==> src/sv/sapq_pkg.sv <==
// Shared types and constants for the sorted array priority queue.
// No dependencies; every other file imports this package.
package sapq_pkg;

    localparam int DEPTH       = 8;
    localparam int VAL_W       = 32;
    localparam int CNT_W       = $clog2(DEPTH + 1);
    localparam int ENTRY_CNT_W = 4;
    localparam int STATUS_W    = 2;

    localparam logic CMD_INSERT = 1'b0;
    localparam logic CMD_DELETE = 1'b1;

    typedef enum logic [STATUS_W-1:0] {
        STAT_OK        = 2'd0,
        STAT_OVERFLOW  = 2'd1,
        STAT_UNDERFLOW = 2'd2,
        STAT_NOT_FOUND = 2'd3
    } t_status;

    typedef enum logic {
        S_IDLE,
        S_HOLD
    } t_state;

    typedef struct packed {
        logic exec;
    } t_dp_cmd;

endpackage

==> src/sv/sapq_ctrl.sv <==
// Handshake controller for the sorted array priority queue.
// Depends on sapq_pkg; issues the execute command to sapq_dp.
module sapq_ctrl (
    input  logic              i_clk,
    input  logic              i_rst_n,
    input  logic              i_in_valid,
    output logic              o_in_stall,
    output logic              o_out_valid,
    input  logic              i_out_stall,
    output sapq_pkg::t_dp_cmd o_cmd
);
    import sapq_pkg::*;

    t_state r_state;
    t_state n_state;
    logic   accept;

    assign accept = i_in_valid && !o_in_stall;

    always_ff @(posedge i_clk) begin
        if (!i_rst_n) begin
            r_state <= S_IDLE;
        end else begin
            r_state <= n_state;
        end
    end

    always_comb begin
        n_state = r_state;
        case (r_state)
            S_IDLE: begin
                if (accept) begin
                    n_state = S_HOLD;
                end
            end
            S_HOLD: begin
                if (accept) begin
                    n_state = S_HOLD;
                end else if (!i_out_stall) begin
                    n_state = S_IDLE;
                end
            end
            default: n_state = S_IDLE;
        endcase
    end

    always_comb begin
        o_in_stall  = 1'b0;
        o_out_valid = 1'b0;
        o_cmd.exec  = 1'b0;
        case (r_state)
            S_IDLE: begin
                o_cmd.exec = i_in_valid;
            end
            S_HOLD: begin
                o_out_valid = 1'b1;
                o_in_stall  = i_out_stall;
                o_cmd.exec  = i_in_valid && !i_out_stall;
            end
            default: begin
                o_in_stall = 1'b1;
            end
        endcase
    end

endmodule

==> src/sv/sapq_dp.sv <==
// Datapath of the sorted array priority queue: sorted cells, count and result registers.
// Depends on sapq_pkg; driven by the execute command from sapq_ctrl.
module sapq_dp (
    input  logic                                   i_clk,
    input  logic                                   i_rst_n,
    input  sapq_pkg::t_dp_cmd                      i_cmd,
    input  logic                                   i_command,
    input  logic signed [sapq_pkg::VAL_W-1:0]      i_value,
    output logic [sapq_pkg::STATUS_W-1:0]          o_status,
    output logic signed [sapq_pkg::VAL_W-1:0]      o_head_value,
    output logic [sapq_pkg::ENTRY_CNT_W-1:0]       o_entry_count
);
    import sapq_pkg::*;

    logic signed [VAL_W-1:0] r_entries [DEPTH];
    logic signed [VAL_W-1:0] n_entries [DEPTH];
    logic signed [VAL_W-1:0] dn_entries [DEPTH];
    logic signed [VAL_W-1:0] up_entries [DEPTH];
    logic [CNT_W-1:0]        r_count;
    logic [CNT_W-1:0]        n_count;
    t_status                 r_status;
    t_status                 n_status;
    logic signed [VAL_W-1:0] r_head;
    logic signed [VAL_W-1:0] n_head;
    logic [DEPTH-1:0]        live;
    logic [DEPTH-1:0]        ins_hit;
    logic [DEPTH-1:0]        del_hit;
    logic [DEPTH-1:0]        ins_pre;
    logic [DEPTH-1:0]        del_pre;
    logic                    full;
    logic                    empty;
    logic                    found;

    assign full  = (r_count == CNT_W'(DEPTH));
    assign empty = (r_count == '0);
    assign found = (del_hit != '0);

    always_comb begin
        dn_entries[0]       = i_value;
        up_entries[DEPTH-1] = r_entries[DEPTH-1];
        for (int k = 1; k < DEPTH; k++) begin
            dn_entries[k]   = r_entries[k-1];
            up_entries[k-1] = r_entries[k];
        end
    end

    always_comb begin
        for (int k = 0; k < DEPTH; k++) begin
            live[k]    = (CNT_W'(k) < r_count);
            ins_hit[k] = live[k] && (i_value >= r_entries[k]);
            del_hit[k] = live[k] && (i_value == r_entries[k]);
        end
        for (int k = 0; k < DEPTH; k++) begin
            ins_pre[k] = ((ins_hit & ((DEPTH'(1) << k) - DEPTH'(1))) != '0);
            del_pre[k] = ((del_hit & ((DEPTH'(1) << k) - DEPTH'(1))) != '0);
        end
    end

    always_comb begin
        n_entries = r_entries;
        n_count   = r_count;
        n_status  = STAT_OK;
        if (i_command == CMD_INSERT) begin
            if (full) begin
                n_status = STAT_OVERFLOW;
            end else begin
                for (int k = 0; k < DEPTH; k++) begin
                    if (ins_pre[k]) begin
                        n_entries[k] = dn_entries[k];
                    end else if (ins_hit[k] || (CNT_W'(k) == r_count)) begin
                        n_entries[k] = i_value;
                    end
                end
                n_count = r_count + CNT_W'(1);
            end
        end else begin
            if (empty) begin
                n_status = STAT_UNDERFLOW;
            end else if (!found) begin
                n_status = STAT_NOT_FOUND;
            end else begin
                for (int k = 0; k < DEPTH; k++) begin
                    if (del_pre[k] || del_hit[k]) begin
                        n_entries[k] = up_entries[k];
                    end
                end
                n_count = r_count - CNT_W'(1);
            end
        end
        n_head = (n_count != '0) ? n_entries[0] : '0;
    end

    always_ff @(posedge i_clk) begin
        if (!i_rst_n) begin
            r_count <= '0;
        end else if (i_cmd.exec) begin
            r_count <= n_count;
        end
    end

    always_ff @(posedge i_clk) begin
        if (i_cmd.exec) begin
            r_entries <= n_entries;
            r_status  <= n_status;
            r_head    <= n_head;
        end
    end

    assign o_status      = r_status;
    assign o_head_value  = r_head;
    assign o_entry_count = ENTRY_CNT_W'(r_count);

    assert property (@(posedge i_clk) disable iff (!i_rst_n)
        r_count <= CNT_W'(DEPTH))
        else $error("entry count beyond capacity");

    assert property (@(posedge i_clk) disable iff (!i_rst_n)
        ($past(i_rst_n) && $past(i_cmd.exec) && r_status == STAT_OK
            && $past(i_command) == CMD_INSERT)
        |-> (r_count == $past(r_count) + CNT_W'(1)))
        else $error("insert did not grow the queue by one");

    assert property (@(posedge i_clk) disable iff (!i_rst_n)
        ($past(i_rst_n) && $past(i_cmd.exec) && r_status == STAT_OK
            && $past(i_command) == CMD_DELETE)
        |-> (r_count == $past(r_count) - CNT_W'(1)))
        else $error("delete did not shrink the queue by one");

    assert property (@(posedge i_clk) disable iff (!i_rst_n)
        ($past(i_rst_n) && $past(i_cmd.exec) && r_status != STAT_OK)
        |-> (r_count == $past(r_count)))
        else $error("rejected transaction changed the count");

    assert property (@(posedge i_clk) disable iff (!i_rst_n)
        ($past(i_rst_n) && $past(i_cmd.exec) && r_count == '0)
        |-> (r_head == '0))
        else $error("empty queue reports a nonzero head");

endmodule

==> src/sv/sorted_array_priority_queue_top.sv <==
// Bounded priority queue of sapq_pkg::DEPTH signed entries kept largest first.
// Every cell compares the incoming value in parallel and shifts by at most
// one place, so an insert or delete completes without iteration: the result is
// registered and shown in the cycle after the input transaction is taken, and a new
// transaction is taken every cycle unless a held result is stalled. No clearing
// pass follows reset. Depends on sapq_pkg, sapq_ctrl and sapq_dp.
module sorted_array_priority_queue_top (
    input  logic                                   i_clk,
    input  logic                                   i_rst_n,
    input  logic                                   i_in_valid,
    output logic                                   o_in_stall,
    input  logic                                   i_command,
    input  logic signed [sapq_pkg::VAL_W-1:0]      i_value,
    output logic                                   o_out_valid,
    input  logic                                   i_out_stall,
    output logic [sapq_pkg::STATUS_W-1:0]          o_status,
    output logic signed [sapq_pkg::VAL_W-1:0]      o_head_value,
    output logic [sapq_pkg::ENTRY_CNT_W-1:0]       o_entry_count
);
    import sapq_pkg::*;

    t_dp_cmd dp_cmd;

    sapq_ctrl u_ctrl (
        .i_clk       (i_clk),
        .i_rst_n     (i_rst_n),
        .i_in_valid  (i_in_valid),
        .o_in_stall  (o_in_stall),
        .o_out_valid (o_out_valid),
        .i_out_stall (i_out_stall),
        .o_cmd       (dp_cmd)
    );

    sapq_dp u_dp (
        .i_clk         (i_clk),
        .i_rst_n       (i_rst_n),
        .i_cmd         (dp_cmd),
        .i_command     (i_command),
        .i_value       (i_value),
        .o_status      (o_status),
        .o_head_value  (o_head_value),
        .o_entry_count (o_entry_count)
    );

endmodule

==> config.mk <==
export PLATFORM = sky130hd
export DESIGN_NAME = sorted_array_priority_queue_top
export DESIGN_NICKNAME = d
export VERILOG_FILES = /design/src/sv/sapq_pkg.sv /design/src/sv/sapq_ctrl.sv /design/src/sv/sapq_dp.sv /design/src/sv/sorted_array_priority_queue_top.sv
export SDC_FILE = /design/constraint.sdc
export NUM_CORES = 1
export LEC_CHECK = 0
export ABC_AREA = 1
export BUFFER_PORTS_ARGS = -buffer_cell sky130_fd_sc_hd__clkbuf_2
export CAP_MARGIN = 20
export CORE_MARGIN = 1
export CORE_UTILIZATION = 45
export CTS_CLUSTER_SIZE = 16
export DETAILED_ROUTE_END_ITERATION = 10
export GPL_TIMING_DRIVEN = 0
export PLACE_DENSITY = 0.69
export SYNTH_ARGS = -nofsm -noshare
export SYNTH_HDL_FRONTEND = slang
export SYNTH_SLANG_ARGS = --single-unit
==> constraint.sdc <==
create_clock -name i_clk -period 5.7 [get_ports i_clk]
set_input_delay 0.285 -clock i_clk [delete_from_list [all_inputs] [get_ports i_clk]]
set_output_delay 0.285 -clock i_clk [all_outputs]
set_load 0.01 [all_outputs]
== Yosys cells after proc, flatten, opt, wreduce, memory -nomap -nowiden ==
Cells that the tools add are included.

* Memories: 0
* Bits in read-only memories: 0
* Bits in registers: 295
* Bits in writable memories: 0
* Output and inout bits: 40
* Bits in latches: 0
* Bits of input ports: 37

* Bitwise gates (word level): 3
* Mux-type cells: 41
* Add/subtract/negate cells: 2
* Reduce and logical (&&, ||, !) cells: 62
* Divide/modulo/power cells: 0
* Shift-type cells: 0
* Order comparisons: 16
* Multipliers: 0
* Equality and inequality tests: 25

{| class="wikitable"
|+ Operators with widths
! kind !! number
|-
| two-way mux 256 bit || 4
|-
| two-way mux 32 bit || 22
|-
| == test 32 bit || 8
|-
| >= comparator 32 bit || 8
|-
| nonzero test 8 bit || 12
|-
| AND reduction 6 bit || 6
|-
| logical AND 1 bit || 18
|-
| nonzero test 3 bit || 6
|-
| == test 3 x 4 -> 1 bit, first input constant || 4
|-
| < comparator 3 x 4 -> 1 bit, first input constant || 4
|-
| two-way mux 4 bit || 4
|-
| logical OR 1 bit || 14
|-
| inequality test 2 x 1 -> 1 bit, second input constant || 7
|-
| == test 2 x 4 -> 1 bit, first input constant || 2
|-
| < comparator 1 x 4 -> 1 bit, first input constant || 2
|-
| < comparator 2 x 4 -> 1 bit, first input constant || 2
|-
| two-way mux 1 bit || 6
|-
| two-way mux 2 bit || 3
|-
| adder 4 x 1 -> 4 bit, second input constant || 1
|-
| == test 1 x 4 -> 1 bit, first input constant || 1
|-
| == test 4 bit, second input constant || 1
|-
| zero test 4 bit || 1
|-
| inequality test 2 bit, second input constant || 2
|-
| case mux 1 bit (2 select lines) || 2
|-
| other kinds (6) || 9
|}

== Longest topological paths before layout ==
* Depth after elaboration: 8
* Mapped depth: 23
* Mapped depth without buffers: 22

== By module ==
Synthesis repeated with hierarchy kept, for this count alone.

* Cell total of the unflattened synthesis: 3063
* Area, all modules: 23324.9 um^2

{| class="wikitable"
|+ Modules (own cells, without submodules)
! module !! sequential area each (um^2) !! area an instance (um^2) !! cells an instance !! times used
|-
| sapq_dp || 8788.4 || 23272.3 || 3056 || 1
|-
| sapq_ctrl || 20.0 || 52.6 || 7 || 1
|}

== Least setup slack after synthesis ==
Ideal clock, no wire load.

* Path type: reg-to-reg
* Start: register u_dp.r_entries (netlist bit u_dp.dn_entries[223])
* End: register u_dp.r_entries (netlist bit u_dp.dn_entries[100]) (enable)
* Required time: 5.230 ns
* Data arrival time: 4.311 ns
* Buffers on the path: 2
* Library setup time: 0.470 ns
* Clock period less this slack: 4.781 ns
* Cell stages (with the launch flop): 17
* Path slack: 0.919 ns
* Path through: edfxtp_1 -> inv_1 -> ha_1 -> nand2_1 -> nor2_1 -> nand2_1 -> nor2_2 -> nand2_1 -> nand2_1 -> nand2_1 -> nand3_1 -> nand2_1 -> nand2_1 -> nor2_2 -> buf_2 -> buf_2 -> a211oi_1

* Cells in the longest elaborated chain, start to end: 6
* Elaborated cells on any way between the ends: 12

{| class="wikitable"
|+ RTL lines
! element !! RTL line !! text
|-
| start, declared || sapq_dp.sv:15 || <nowiki>logic signed [VAL_W-1:0] r_entries [DEPTH];</nowiki>
|-
| start signal, assigned || sapq_dp.sv:103 || <nowiki>r_entries <= n_entries;</nowiki>
|-
| branches (longest 5 deep; another with >= comparator 32 bit) || -- ||
|-
| AND reduction 6 bit (no line) (*) || -- ||
|}

Mark *: on every way between the ends.
A chain may end at the register's enable or synchronous reset.

== Final worst setup path ==
* Start: register u_dp.r_entries (netlist bit u_dp.dn_entries[223])
* End: register u_dp.r_entries (netlist bit u_dp.dn_entries[28]) (enable)

The elaborated chain is that of the path after synthesis.

==> impl_metrics.yaml <==
detailed_routing:
  drt-total-wl_um: 68230
  drtIter0Drc: 2102
  dr.pass1.iters: 7
  vias_per_cell: 5.494
  vias: 20642
  wl_per_cell_um: 18.16
  drc: 0
  drtAntennaViolNets: 0
power:
  comb_power_share_pct: 30.0
  seqPwrFrac_pct: 38.8
  clock_power_share_pct: 31.2
  ir_drop_mv: 0.1874
  p_int_w: 0.004544
  p_switching_w: 0.002476
  power.leakage_nw: 12.17
  power.density_nw_per_um2: 279.9
  swShare_pct: 35.27
floorplanning:
  floorplan.initialDensity_pct: 45.85
  io_pins: 77
  die_w_um: 225.8
  die_h_um: 225.8
  num_rows: 81
  coreArea_um2: 49150
  die_area_um2: 50980
cells_and_area:
  drive_above_1_share_pct: 6.984
  finalNonFillerCells: 3757
  final_nets: 3364
  antenna_cells: 0
  most-common-layout-cells: "812 x nand2_1, 406 x inv_1, 337 x nand3_1, 290 x edfxtp_1, 260 x ha_1"
  fillers: 4600
  layout_commonest_cell: "nand2_1"
  area_growth_pct: 11.29
worst_setup_path:
  worstPathRequired_ns: 6.03
  critPathLaunchType: "flop"
  worstSetupPathType: "flop to flop"
  cp.arrival_ns: 4.54
  critPathCaptureType: "flop"
  worstPathMaxFanout: 17
timing:
  finalHoldViolations: 0
  relSlewSlack_pct: 37.44
  rsz0062_at_grt: "false"
  hold_ws_ns: 0.1529
  fin_skew_ns: 0.02187
  finalSetupViolations: 0
  period_needed_ns: 4.213
  fin_crit_sh_pct: 73.91
  worst_pin_slew_ns: 0.9349
  report.final.slew_viol_count: 0
  fmax_mhz: 237.4
place:
  dp.cells: 3693
  hpwl_um: 55850
  port_buffers: 76
  gp_congestion: 1.072
cts:
  clk_pin_slew_ns: 0.06
  cts_setup_buffers: 0
  cts.sinks: 295
  cts_made_buffers: 34
  htree_levels: 2
  clock_latency_ns: 0.58
  cts_buffer_depth: 3
  hold_buffers: 2
  clockRootBuffer: "clkbuf_16"
  cts_tree: "done"
  post_cts_resized: 0
flow_run:
  maxCapViolCount: 0
logic_synthesis:
  ys.flop_type: "edfxtp_1"
  synth_area_um2: 22540
  avgSynthCellArea_um2: 7.652
  synth_cell_types: 37
  synth-seq-area-share_pct: 39.09
  synth_nets: 3242
  yosys_warnings: 0
  synth_enable_flop_cells: 290
  ys_ff_latch: 295
  synth-async-reset-ratio_pct: 0
  syn-instance-count: 2945
global_routing:
  grt-ovfl-total: 0
  antenna_found_initial: 1
  grt_pass1_wl_um: 104500
  grt_pass1_vias: 20127
  gr-usage-all-layers_pct: 26.75
  grt_max_degree: 73
hold_path:
  hold_path.class: "input port to flop"
status:
  status: "finished, final reports clean"
-- Yosys cell counts, types with 2 or more instances --
cell type,instances,share of area [%]
buf_4,12,0.40
inv_2,6,0.10
a21oi_1,231,5.1
clkbuf_1,66,1.1
nor2_2,7,0.19
o21a_1,14,0.47
dfxtp_1,5,0.44
edfxtp_1,290,39
a21o_1,7,0.23
nand4_1,25,0.69
nand3_1,337,7.5
buf_1,11,0.18
buf_6,5,0.25
xor2_1,2,0.078
o211ai_1,38,1.3
buf_2,39,0.87
nor3_1,10,0.22
nor2_1,148,2.5
nand2_1,812,14
o21ai_0,186,4.1
inv_1,406,6.8
nand3b_1,2,0.067
ha_1,260,14
o21bai_1,2,0.067
o21ai_1,10,0.22
nor2_4,3,0.15
-- layout make-up --
class	count	area [um2]	share of cell area, %
clock inverters	21	172.7	0.6885
plain buffers	133	634.4	2.529
multi-input cells	2104	11570	46.13
inverters	413	1550	6.181
clock buffers	41	917.1	3.657
well taps	664	830.8	3.313
flip-flops and latches	295	8808	35.12
repair buffers	86	595.6	2.375
-- path summary, 6_finish.rpt --
| path | start | to | slack (ns) | depth (start not counted) |
|---|---|---|---|---|
| hold / removal | i_rst_n | u_dp.o_entry_count[0] | 0.15 | 3 |
| hold reg to reg | u_dp.r_entries[17] | u_dp.dn_entries[17] | 0.55 | 2 |
| setup / recovery | u_dp.dn_entries[223] | u_dp.dn_entries[28] | 1.49 | 18 |
| setup reg to reg | u_dp.dn_entries[223] | u_dp.dn_entries[28] | 1.49 | 18 |
-- per-layer routing --
metal	global-route usage, %	wire (um)	vias to the layer above	part of all wire [%]
li1	-	-	10107	-
met1	33.71	27970	9392	41
met2	43.97	30720	945	45
met3	3.656	5772	198	8.5
met4	15.25	3759	0	5.5
met5	0	0	-	0
-- per-stage QoR --
stage	total power [W]	instance area [um2]	util, %	setup TNS [ns]	setup WS, ns
after floorplan	0.004146	22540	-	0	0.9189
after global placement	0.004714	23750	48.31	-24.05	-0.7528
after detailed placement	0.004822	23970	48.76	0	1.436
after CTS	0.007002	25080	51.02	0	1.589
after global routing	0.007353	25080	51.02	0	1.269
final	0.007020	25080	51.02	0	1.487
-- logic make-up (layout without fill, tap and decap cells) --
logic type / Yosys count / in the layout / synth area share [%]
and+or+nand+nor: 1350 / 1350 / 25.08
buffers and inverters: 546 / 694 / 9.677
AOI/OAI and AO/OA: 492 / 492 / 11.64
DFF: 295 / 295 / 39.09
adders and majority gates: 260 / 260 / 14.44
xor gates and xnor gates: 2 / 2 / 0.07774
-- critical path, stage by stage, from the launching register on --
cell      delay [ns]
edfxtp_1        0.48
inv_1           0.07
ha_1            0.39
nand2_1         0.10
nor2_1          0.14
nand2_1         0.14
nor2_2          0.23
nand2_1         0.10
nand3_1         0.09
nand3_1         0.08
nand2_1         0.10
nand2_1         0.14
nor2_2          0.27
buf_2           0.31
buf_2           0.36
nand4_1         0.15
nand2_1         0.16
inv_1           0.36
buf_16          0.31
-- power by group through the flow --
stage | logic (W) | registers [W] | clock network [W]
floorplan | 0.00139 | 0.00276 | 0
global placement | 0.00195 | 0.00277 | 0
detailed placement | 0.00206 | 0.00276 | 0
CTS | 0.00207 | 0.00272 | 0.00221
global route | 0.00234 | 0.00274 | 0.00228
finish | 0.00211 | 0.00272 | 0.00219
-- registers in the layout, indices dropped and copies added (netlist names) --
| register | flops |
|---|---|
| u_dp.r_entries | 32 |
| u_ctrl.r_state | 1 |
| u_dp.dn_entries | 224 |
| u_dp.o_entry_count | 4 |
| u_dp.o_status | 2 |
| u_dp.o_head_value | 32 |
Note: power is estimated with default switching activity, not from simulation.
